[src/hdl/lws_pkg.sv]
package lws_pkg;

   localparam int SAMPLE_W = 16;
   localparam int COEFF_W  = 16;
   localparam int ACC_W    = 40;
   localparam int CSR_AW   = 6;
   localparam int CSR_DW   = 64;

   localparam logic [2:0] REG_INVERSE  = 3'd0;
   localparam logic [2:0] REG_P_TAPS   = 3'd1;
   localparam logic [2:0] REG_P_LAG    = 3'd2;
   localparam logic [2:0] REG_U_TAPS   = 3'd3;
   localparam logic [2:0] REG_U_LAG    = 3'd4;
   localparam logic [2:0] REG_P_COEFFS = 3'd5;
   localparam logic [2:0] REG_U_COEFFS = 3'd6;

   typedef struct packed {
      logic signed [SAMPLE_W-1:0] first_sample;
      logic signed [SAMPLE_W-1:0] second_sample;
   } req_payload_type;

   typedef struct packed {
      logic signed [SAMPLE_W-1:0] first_out;
      logic signed [SAMPLE_W-1:0] second_out;
      logic                       saturated;
   } rsp_payload_type;

   // saturate a wide value to 16 bits, clip flag in msb
   function automatic logic [SAMPLE_W:0] sat16(input logic signed [ACC_W-1:0] v);
      logic [SAMPLE_W:0] r;
      if (v > ACC_W'(signed'(32767)))
         r = {1'b1, 16'sh7fff};
      else if (v < -ACC_W'(signed'(32768)))
         r = {1'b1, 16'sh8000};
      else
         r = {1'b0, v[SAMPLE_W-1:0]};
      return r;
   endfunction

endpackage

[src/hdl/lws_stream_if.sv]
interface lws_stream_if #(parameter type payload_type = logic);
   logic        valid;
   logic        ready;
   payload_type payload;
   modport source (output valid, output payload, input ready);
   modport sink (input valid, input payload, output ready);
endinterface

[src/hdl/lifting_wavelet_step_top.sv]
// a pair goes through write, stage one, stage two and out states before its result is valid
// pairs are taken one at a time, only in idle; the taps are serialised by the single shared mac
//   and the one read port of each line memory
// reset: synchronous, active high; clears the configuration and sequencer registers to
//   their defaults, then clears every line memory entry before taking the first pair
module lifting_wavelet_step_top #(
   parameter int MAX_TAPS   = 4,
   parameter int LINE_DEPTH = 16
) (
   input  logic                       clock,
   input  logic                       reset,
   lws_stream_if.sink                 req,
   lws_stream_if.source               rsp,
   input  logic                       csr_psel,
   input  logic                       csr_penable,
   input  logic                       csr_pwrite,
   input  logic [lws_pkg::CSR_AW-1:0] csr_paddr,
   input  logic [lws_pkg::CSR_DW-1:0] csr_pwdata,
   output logic [lws_pkg::CSR_DW-1:0] csr_prdata,
   output logic                       csr_pready
);
   import lws_pkg::*;

   localparam int PW = $clog2(LINE_DEPTH);
   localparam int TW = $clog2(MAX_TAPS + 1);

   // configuration registers
   logic        inv_ff;
   logic [2:0]  ptaps_ff, plag_ff, utaps_ff, ulag_ff;
   logic [63:0] pco_ff, uco_ff;

   assign csr_pready = 1'b1;
   wire csr_wr = csr_psel & csr_penable & csr_pwrite;
   wire [2:0] csr_idx = csr_paddr[5:3];

   always_ff @(posedge clock) begin
      if (reset) begin
         inv_ff <= 1'b0; ptaps_ff <= 3'd1; plag_ff <= 3'd1;
         utaps_ff <= 3'd1; ulag_ff <= 3'd0; pco_ff <= '0; uco_ff <= '0;
      end else if (csr_wr) begin
         case (csr_idx)
            REG_INVERSE:  inv_ff   <= csr_pwdata[0];
            REG_P_TAPS:   ptaps_ff <= csr_pwdata[2:0];
            REG_P_LAG:    plag_ff  <= csr_pwdata[2:0];
            REG_U_TAPS:   utaps_ff <= csr_pwdata[2:0];
            REG_U_LAG:    ulag_ff  <= csr_pwdata[2:0];
            REG_P_COEFFS: pco_ff   <= csr_pwdata;
            REG_U_COEFFS: uco_ff   <= csr_pwdata;
            default: ;
         endcase
      end
   end

   always_comb begin
      csr_prdata = '0;
      case (csr_idx)
         REG_INVERSE:  csr_prdata = {63'd0, inv_ff};
         REG_P_TAPS:   csr_prdata = {61'd0, ptaps_ff};
         REG_P_LAG:    csr_prdata = {61'd0, plag_ff};
         REG_U_TAPS:   csr_prdata = {61'd0, utaps_ff};
         REG_U_LAG:    csr_prdata = {61'd0, ulag_ff};
         REG_P_COEFFS: csr_prdata = pco_ff;
         REG_U_COEFFS: csr_prdata = uco_ff;
         default:      csr_prdata = '0;
      endcase
   end

   // clamped settings
   logic [TW-1:0] pt, ut;
   logic [2:0]    pd, ud;
   logic [PW:0]   a_back, e_back, l_back;
   always_comb begin
      pt = (ptaps_ff == 3'd0) ? TW'(1) :
           (32'(ptaps_ff) > MAX_TAPS) ? TW'(MAX_TAPS) : TW'(ptaps_ff);
      ut = (utaps_ff == 3'd0) ? TW'(1) :
           (32'(utaps_ff) > MAX_TAPS) ? TW'(MAX_TAPS) : TW'(utaps_ff);
      pd = (plag_ff == 3'd0) ? 3'd1 : (plag_ff > 3'd4) ? 3'd4 : plag_ff;
      ud = (ulag_ff > 3'd4) ? 3'd4 : ulag_ff;
      a_back = (PW+1)'({pd, 1'b0} - 4'd2);
      e_back = (ud == 3'd0) ? '0 : (PW+1)'({ud, 1'b0} - 4'd1);
      l_back = a_back + e_back;
   end

   // line memories: raw first phase, raw second phase, stage one with clip bit
   logic [15:0] mem_a [LINE_DEPTH];
   logic [15:0] mem_b [LINE_DEPTH];
   logic [16:0] mem_s [LINE_DEPTH];
   logic [15:0] rd_a_ff, rd_b_ff;
   logic [16:0] rd_s_ff;

   typedef enum logic [3:0] {
      S_CLEAR, S_IDLE, S_WRITE, S_ST1_CTR, S_ST1_MAC, S_ST1_WB,
      S_ST2_CTR, S_ST2_MAC, S_ST2_DONE, S_OUT
   } state_type;

   state_type     state_ff;
   logic [PW-1:0] wp_ff, clr_ff;
   logic [TW-1:0] j_ff;
   logic          rd_pend_ff;     // a tap read is in flight
   logic [TW-1:0] jr_ff;          // tap index of the read in flight
   logic signed [ACC_W-1:0] acc_ff;
   logic signed [15:0] ctr_ff;    // center sample of the stage
   logic [16:0]   pass_ff;        // passed-through stage sample with clip
   logic [15:0]   in_a_ff, in_b_ff;
   rsp_payload_type out_ff;
   logic          rsp_valid_ff;

   // address and memory select per state
   logic [PW-1:0] ra_a, ra_b, ra_s;
   logic          we_a, we_s;
   logic [PW-1:0] wa_s;
   logic [16:0]   wd_s;
   logic signed [15:0] cf;
   logic signed [15:0] tap_x;
   logic signed [ACC_W-1:0] rnd, v;
   logic [16:0] sv;

   function automatic logic [PW-1:0] slot(input logic [PW-1:0] wp, input logic [PW+3:0] back);
      return wp - back[PW-1:0];
   endfunction

   function automatic logic signed [15:0] coef(input logic [63:0] pk, input logic [TW-1:0] j);
      logic signed [15:0] c;
      c = '0;
      if (32'(j) < 4) c = pk[16*j[1:0] +: 16];
      return c;
   endfunction

   // tap look-back offsets (may go negative before mod: wrap by truncation)
   logic [PW+3:0] back_p1, back_u1, back_u2, back_p2;
   always_comb begin
      back_p1 = (PW+4)'(pt) - (PW+4)'(1) - (PW+4)'(j_ff);
      back_u1 = (PW+4)'(l_back) + (PW+4)'(ut) - (PW+4)'({ud, 1'b0}) - (PW+4)'(j_ff);
      back_u2 = (PW+4)'(e_back) + (PW+4)'(ut) - (PW+4)'({ud, 1'b0}) - (PW+4)'(j_ff);
      back_p2 = (PW+4)'(e_back) + (PW+4)'(pt) - (PW+4)'(1) - (PW+4)'(j_ff);
   end

   always_comb begin
      ra_a = slot(wp_ff, (PW+4)'(l_back));
      ra_b = slot(wp_ff, (PW+4)'(l_back));
      ra_s = slot(wp_ff, (PW+4)'(l_back));
      case (state_ff)
         S_ST1_CTR: begin
            ra_a = slot(wp_ff, (PW+4)'(a_back));
            ra_b = slot(wp_ff, (PW+4)'(e_back));
         end
         S_ST1_MAC: begin
            ra_b = slot(wp_ff, back_p1);
            ra_a = slot(wp_ff, back_u2);
         end
         S_ST2_CTR: begin
            ra_a = slot(wp_ff, (PW+4)'(l_back));
            ra_b = slot(wp_ff, (PW+4)'(l_back));
            ra_s = slot(wp_ff, (PW+4)'(l_back));
         end
         S_ST2_MAC: ra_s = inv_ff ? slot(wp_ff, back_p2) : slot(wp_ff, back_u1);
         default: ;
      endcase
   end

   // stage one: forward predicts a from b, inverse de-updates b from a
   // stage two: forward updates b from a', inverse de-predicts a from b
   always_comb begin
      cf = '0;
      tap_x = '0;
      case (state_ff)
         S_ST1_MAC, S_ST1_WB: begin
            cf    = inv_ff ? coef(uco_ff, jr_ff) : coef(pco_ff, jr_ff);
            tap_x = inv_ff ? signed'(rd_a_ff) : signed'(rd_b_ff);
         end
         S_ST2_MAC, S_ST2_DONE: begin
            cf    = inv_ff ? coef(pco_ff, jr_ff) : coef(uco_ff, jr_ff);
            tap_x = signed'(rd_s_ff[15:0]);
         end
         default: ;
      endcase
      rnd = (acc_ff + ACC_W'(signed'(8192))) >>> 14;
      v = '0;
      if (state_ff == S_ST2_CTR)
         v = inv_ff ? ACC_W'(ctr_ff) - rnd : ACC_W'(ctr_ff) - rnd;
      else
         v = inv_ff ? ACC_W'(ctr_ff) + rnd : ACC_W'(ctr_ff) + rnd;
      sv = sat16(v);
      we_a = (state_ff == S_WRITE);
      we_s = (state_ff == S_ST2_CTR) || (state_ff == S_CLEAR);
      wa_s = (state_ff == S_CLEAR) ? clr_ff :
             slot(wp_ff, (PW+4)'(inv_ff ? e_back : a_back));
      wd_s = (state_ff == S_CLEAR) ? '0 : sv;
   end

   wire signed [31:0] prod = cf * tap_x;

   always_ff @(posedge clock) begin
      if (we_a || state_ff == S_CLEAR) begin
         mem_a[state_ff == S_CLEAR ? clr_ff : wp_ff] <=
            (state_ff == S_CLEAR) ? '0 : in_a_ff;
         mem_b[state_ff == S_CLEAR ? clr_ff : wp_ff] <=
            (state_ff == S_CLEAR) ? '0 : in_b_ff;
      end
      if (we_s) mem_s[wa_s] <= wd_s;
      rd_a_ff <= mem_a[ra_a];
      rd_b_ff <= mem_b[ra_b];
      // stage one entry written this cycle is forwarded to a read of the same slot
      rd_s_ff <= (we_s && wa_s == ra_s) ? wd_s : mem_s[ra_s];
   end

   assign req.ready = (state_ff == S_IDLE);
   assign rsp.valid = rsp_valid_ff;
   assign rsp.payload = out_ff;

   // sequencer: every tap reads one entry and the mac takes it the next cycle
   always_ff @(posedge clock) begin
      if (reset) begin
         state_ff     <= S_CLEAR;
         wp_ff        <= '0;
         clr_ff       <= '0;
         j_ff         <= '0;
         rd_pend_ff   <= 1'b0;
         rsp_valid_ff <= 1'b0;
      end else begin
         if (rsp.valid && rsp.ready) rsp_valid_ff <= 1'b0;
         case (state_ff)
            S_CLEAR: begin
               clr_ff <= clr_ff + 1'b1;
               if (32'(clr_ff) == LINE_DEPTH - 1) state_ff <= S_IDLE;
            end
            S_IDLE: if (req.valid) begin
               in_a_ff  <= req.payload.first_sample;
               in_b_ff  <= req.payload.second_sample;
               wp_ff    <= wp_ff + 1'b1;
               state_ff <= S_WRITE;
            end
            S_WRITE: state_ff <= S_ST1_CTR;
            S_ST1_CTR: begin
               j_ff <= '0; rd_pend_ff <= 1'b0; acc_ff <= '0;
               state_ff <= S_ST1_MAC;
            end
            S_ST1_MAC: begin
               // first cycle here delivers the center read
               if (!rd_pend_ff) ctr_ff <= inv_ff ? signed'(rd_b_ff) : signed'(rd_a_ff);
               else acc_ff <= acc_ff + ACC_W'(prod);
               rd_pend_ff <= 1'b1;
               jr_ff <= j_ff;
               j_ff <= j_ff + 1'b1;
               if (j_ff == (inv_ff ? ut : pt) - 1'b1) state_ff <= S_ST1_WB;
            end
            S_ST1_WB: begin
               acc_ff <= acc_ff + ACC_W'(prod);
               state_ff <= S_ST2_CTR;
            end
            S_ST2_CTR: begin
               // stage one sum is complete in acc: written back this cycle
               acc_ff <= '0; j_ff <= '0; rd_pend_ff <= 1'b0;
               state_ff <= S_ST2_MAC;
            end
            S_ST2_MAC: begin
               if (!rd_pend_ff) begin
                  ctr_ff  <= inv_ff ? signed'(rd_a_ff) : signed'(rd_b_ff);
                  pass_ff <= rd_s_ff;
               end else acc_ff <= acc_ff + ACC_W'(prod);
               rd_pend_ff <= 1'b1;
               jr_ff <= j_ff;
               j_ff <= j_ff + 1'b1;
               if (j_ff == (inv_ff ? pt : ut) - 1'b1) state_ff <= S_ST2_DONE;
            end
            S_ST2_DONE: begin
               acc_ff <= acc_ff + ACC_W'(prod);
               state_ff <= S_OUT;
            end
            S_OUT: if (!rsp_valid_ff) begin
               if (inv_ff) begin
                  out_ff.first_out  <= sv[15:0];
                  out_ff.second_out <= pass_ff[15:0];
               end else begin
                  out_ff.first_out  <= pass_ff[15:0];
                  out_ff.second_out <= sv[15:0];
               end
               out_ff.saturated <= sv[16] | pass_ff[16];
               rsp_valid_ff <= 1'b1;
               state_ff <= S_IDLE;
            end
            default: state_ff <= S_IDLE;
         endcase
      end
   end

endmodule

[src/flat_wrapper.sv]
// flat-port wrapper written by rule: the top's interface ports become plain ports
module lifting_wavelet_step_top_flat import lws_pkg::*;
#(
   parameter int MAX_TAPS   = 4,
   parameter int LINE_DEPTH = 16
)
  (clock, reset, csr_psel, csr_penable, csr_pwrite, csr_paddr, csr_pwdata, csr_prdata, csr_pready, req_valid, req_payload, req_ready, rsp_valid, rsp_payload, rsp_ready);
  lws_stream_if #(.payload_type(req_payload_type)) req_i ();
  lws_stream_if #(.payload_type(rsp_payload_type)) rsp_i ();
  input  logic clock;
  input  logic reset;
  input  logic csr_psel;
  input  logic csr_penable;
  input  logic csr_pwrite;
  input  logic [lws_pkg::CSR_AW-1:0] csr_paddr;
  input  logic [lws_pkg::CSR_DW-1:0] csr_pwdata;
  output logic [lws_pkg::CSR_DW-1:0] csr_prdata;
  output logic csr_pready;
  input wire logic [$bits(req_i.valid)-1:0] req_valid;
  input wire logic [$bits(req_i.payload)-1:0] req_payload;
  output wire logic [$bits(req_i.ready)-1:0] req_ready;
  output wire logic [$bits(rsp_i.valid)-1:0] rsp_valid;
  output wire logic [$bits(rsp_i.payload)-1:0] rsp_payload;
  input wire logic [$bits(rsp_i.ready)-1:0] rsp_ready;
  assign req_i.valid = req_valid;
  assign req_i.payload = req_payload;
  assign req_ready = req_i.ready;
  assign rsp_valid = rsp_i.valid;
  assign rsp_payload = rsp_i.payload;
  assign rsp_i.ready = rsp_ready;
  lifting_wavelet_step_top #(.MAX_TAPS(MAX_TAPS), .LINE_DEPTH(LINE_DEPTH)) u_core (.clock(clock), .reset(reset), .req(req_i), .rsp(rsp_i), .csr_psel(csr_psel), .csr_penable(csr_penable), .csr_pwrite(csr_pwrite), .csr_paddr(csr_paddr), .csr_pwdata(csr_pwdata), .csr_prdata(csr_prdata), .csr_pready(csr_pready));
endmodule
[config.mk]
export PLATFORM = sky130hd
export DESIGN_NAME = lifting_wavelet_step_top_flat
export DESIGN_NICKNAME = d
export VERILOG_FILES = /design/src/hdl/lws_pkg.sv /design/src/hdl/lws_stream_if.sv /design/src/hdl/lifting_wavelet_step_top.sv /design/src/flat_wrapper.sv
export SDC_FILE = /design/constraint.sdc
export NUM_CORES = 2
export LEC_CHECK = 0
export ABC_AREA = 1
export BUFFER_PORTS_ARGS = -buffer_cell sky130_fd_sc_hd__buf_2
export CORE_ASPECT_RATIO = 0.9
export CORE_MARGIN = 10
export CORE_UTILIZATION = 63
export CTS_CLUSTER_SIZE = 16
export DETAILED_ROUTE_END_ITERATION = 8
export PLACE_DENSITY = 0.81
export SLEW_MARGIN = 5
export SYNTH_ARGS = -nofsm -noshare
export SYNTH_HDL_FRONTEND = slang
export SYNTH_SLANG_ARGS = --single-unit
[constraint.sdc]
create_clock -name clock -period 8.2 [get_ports clock]
set_input_delay 0.82 -clock clock [delete_from_list [all_inputs] [get_ports clock]]
set_output_delay 0.82 -clock clock [all_outputs]
set_load 0.05 [all_outputs]
==> flow_metrics.tcl <==
set metrics [dict create \
    antenna_found_initial 10 \
    final-setup-viol-count 0 \
    dieArea_um2 113000 \
    fin_cells 7989 \
    clk_latency_ps 710 \
    die_w_um 353.2 \
    h-tree-depth 3 \
    drv_cap 0 \
    syn_to_final_growth_pct 10.40 \
    start_kind "flip-flop" \
    slew_viol_final 0 \
    ir_drop_uv 337.4 \
    synth_top_flop_cell "edfxtp_1" \
    hp-class "input pin to flip-flop" \
    initial_core_util_pct 63.76 \
    synth_warnings 0 \
    grt_pass1_vias 46550 \
    drtAntennaViolNets 0 \
    cts_tree "yes" \
    power.density_nw_per_um2 346.6 \
    cts_buffers 108 \
    path_common_cell "fa_1" \
    grt_max_degree 125 \
    synth_edf_count 925 \
    worstMarginPinSlew_ps 1211 \
    grt_overflow 0 \
    syn_inst 6411 \
    clock-sinks 1119 \
    rsz0062_at_grt "yes" \
    crit_family "adder cells" \
    ctsHoldBuffers 0 \
    dp_cells 7777 \
    drc 0 \
    coreArea_um2 98740 \
    relSlewSlack_pct 19.30 \
    dp_hpwl_um 115800 \
    design_area_um2 69500 \
    async_flop_share_pct 0 \
    finalHoldViolCount 0 \
    syn_area_um2 62950 \
    synth_cell_types 57 \
    clk_path_buf_depth 3 \
    ys_seq_area_share_pct 50.29 \
    arrival_ps 8480 \
    path_buf_inv 8 \
    via_per_inst 6.030 \
    path_clk_slew_ps 70 \
    port_buffers 204 \
    fin_skew_ps 26.34 \
    drive_gt1_share_pct 10.00 \
    clock-root-buffer "clkbuf_16" \
    crit_type "flip-flop to flip-flop" \
    wl_per_cell_um 21.79 \
    slowest_delay_ps 560 \
    wl_um 174100 \
    synth_nets 7054 \
    post-route-period-util_pct 96.67 \
    crit_path_end_kind "flip-flop" \
    syn_area_per_cell_um2 9.820 \
    crit_slowest_cell "o21ai_0" \
    cp_max_fo 68 \
    gp_routability_congestion 0.9617 \
    first_pass_iters 6 \
    place_ws_ps 214.1 \
    ios 209 \
    drtIter0Drc 6257 \
    place_area_um2 65780 \
    reg2reg_setup_slack_ps 270 \
    synth-seq-cells 1119 \
    row_count 109 \
    route.vias.total 48180 \
    p_leak_uw 0.02945 \
    status "complete, no violations" \
    period_needed_ps 7927 \
    layout_setup_ws_ps 273.2 \
    die_h_um 319.9 \
    fin_nets 7200 \
    fmax_ghz 0.1262 \
    grt_pass1_wl_um 265400 \
    cp.required_ps 8760 \
    grtUsageTotal_pct 30.00 \
]
## synthesized netlist by cell type, types with 3 or more instances
cell type	n	area, um^2
ha_1	174	2177
o21a_1	6	45.04
nand2_2	24	150.1
o221ai_1	120	1051
nand3b_1	74	555.5
xnor2_1	40	350.3
dfxtp_1	194	3884
clkinv_1	6	22.52
nor2_2	15	93.84
fa_1	360	7207
buf_6	3	33.78
a32oi_1	16	140.1
o21ai_1	22	110.1
or2_2	21	131.4
o22ai_1	52	325.3
buf_1	16	60.06
inv_2	10	37.54
nor2_1	640	2402
nand4_1	22	137.6
a21boi_0	3	22.52
nand3_1	236	1181
clkbuf_1	244	915.9
a21o_1	13	97.59
o21ai_0	572	2863
a32o_1	15	150.1
edfxtp_1	925	27780
nor4_1	6	37.54
o211ai_1	38	285.3
o21bai_1	9	67.56
a31oi_1	31	193.9
xor2_1	57	499.2
nor3_1	22	110.1
a22o_1	28	245.2
a21oi_1	298	1491
a221oi_1	4	35.03
buf_2	48	240.2
nand2_1	1154	4332
inv_1	868	3258
## final timing paths
| kind | startpoint | endpoint | depth (start not counted) |
|---|---|---|---|
| setup / recovery | u_core.jr_ff[0] | u_core.acc_ff[28] | 32 |
| hold / removal | req_payload[17] | u_core.in_a_ff[1] | 1 |
| setup reg to reg | u_core.jr_ff[0] | u_core.acc_ff[28] | 32 |
| hold reg to reg | u_core.uco_ff[1] | u_core.uco_ff[1] | 2 |
## cells in the final DEF, fill, tap and decap left out, types with 7 or more instances in the layout
| cell | n |
|---|---|
| a22o_1 | 28 |
| nor3_1 | 17 |
| fa_1 | 359 |
| edfxtp_1 | 925 |
| nand3b_1 | 74 |
| a21o_1 | 13 |
| nand3_1 | 236 |
| inv_1 | 864 |
| bufinv_16 | 9 |
| xnor2_1 | 40 |
| o21bai_1 | 9 |
| nand2_1 | 1149 |
| nand2_2 | 29 |
| o211ai_1 | 38 |
| buf_2 | 204 |
| diode_2 | 7 |
| or2_2 | 21 |
| o21ai_0 | 566 |
| a21oi_1 | 297 |
| nor2_1 | 601 |
| o22ai_1 | 52 |
| clkinv_2 | 25 |
| ha_1 | 174 |
| nor2_4 | 24 |
| clkbuf_16 | 113 |
| buf_4 | 131 |
| a32o_2 | 11 |
| a31oi_1 | 31 |
| o21ai_1 | 23 |
| nand4_1 | 22 |
| a32oi_1 | 16 |
| clkbuf_1 | 26 |
| xor2_1 | 57 |
| dfxtp_1 | 190 |
| nor2_2 | 31 |
| inv_2 | 8 |
| o221ai_1 | 120 |
| clkinv_1 | 26 |
## per-layer routing
| metal | track usage (%) | part of all wire, % | up-vias |
|---|---|---|---|
| met1 | 39.87 | 39 | 23250 |
| met5 | 0 | 0.025 | - |
| met2 | 47.71 | 46 | 2730 |
| met3 | 6.694 | 11 | 460 |
| li1 | - | - | 21740 |
| met4 | 12.39 | 4.2 | 6 |
## per-stage QoR
step	TNS (ps)	hold slack (ps)	util (%)	power [uW]
finish	0	278.7	70.39	24090
global route	-19.83	260.2	70.38	25370
CTS	0	247.4	70.19	23800
detailed placement	0	460.8	66.62	18790
global placement	0	451.5	66.62	18470
floorplan	0	440.7	-	15290
## flip-flops by register name (all words and copies together) (netlist names), 3 cells and up, named ones only
name                cells
u_core.ulag_ff          3
u_core.ctr_ff          16
u_core.utaps_ff         3
u_core.rsp.payload     33
u_core.uco_ff          64
u_core.rd_a_ff         16
u_core.ptaps_ff         3
u_core.j_ff             3
u_core.in_a_ff         16
u_core.mem_b          256
u_core.state_ff         4
u_core.acc_ff          40
u_core.mem_s          272
u_core.jr_ff            3
u_core.pass_ff         17
u_core.pco_ff          64
u_core.rd_b_ff         16
u_core.clr_ff           4
u_core.in_b_ff         16
u_core.wp_ff            4
u_core.plag_ff          3
u_core.mem_a          256
## layout make-up
type | instances | area (um^2)
Clock buffer | 138 | 2900
Clock inverter | 65 | 626.9
Tap cell | 1332 | 1667
Timing Repair Buffer | 349 | 2240
Inverter | 884 | 3338
Fill cell | 6995 | 29240
Multi-Input combinational cell | 4095 | 27040
Antenna cell | 7 | 17.52
Sequential cell | 1119 | 31670
## kinds of logic (layout without fill, tap and decap cells)
logic type                 Yosys count  after routing  synth area share (%)
and+or+nand+nor                   2227           2227                 14.71
AOI/OAI and AO/OA                 1235           1235                 11.42
buffers and inverters             1197           1436                 7.292
DFF                               1119           1119                 50.29
adders and majority gates          534            534                 14.91
xor gates and xnor gates            98             98                 1.375
other                                1              8              0.005957
## where the power goes
part / internal (uW) / switching, uW
Clock: 2800 / 2190
Sequential: 8170 / 459
Combinational: 2980 / 7500
Total: 13900 / 10100
## repair_timing
action	in CTS	in global routing
buffers inserted	0	1
endpoints found under the setup margin	0	14
resized for setup	0	48
Note: power is estimated with default switching activity, not from simulation.
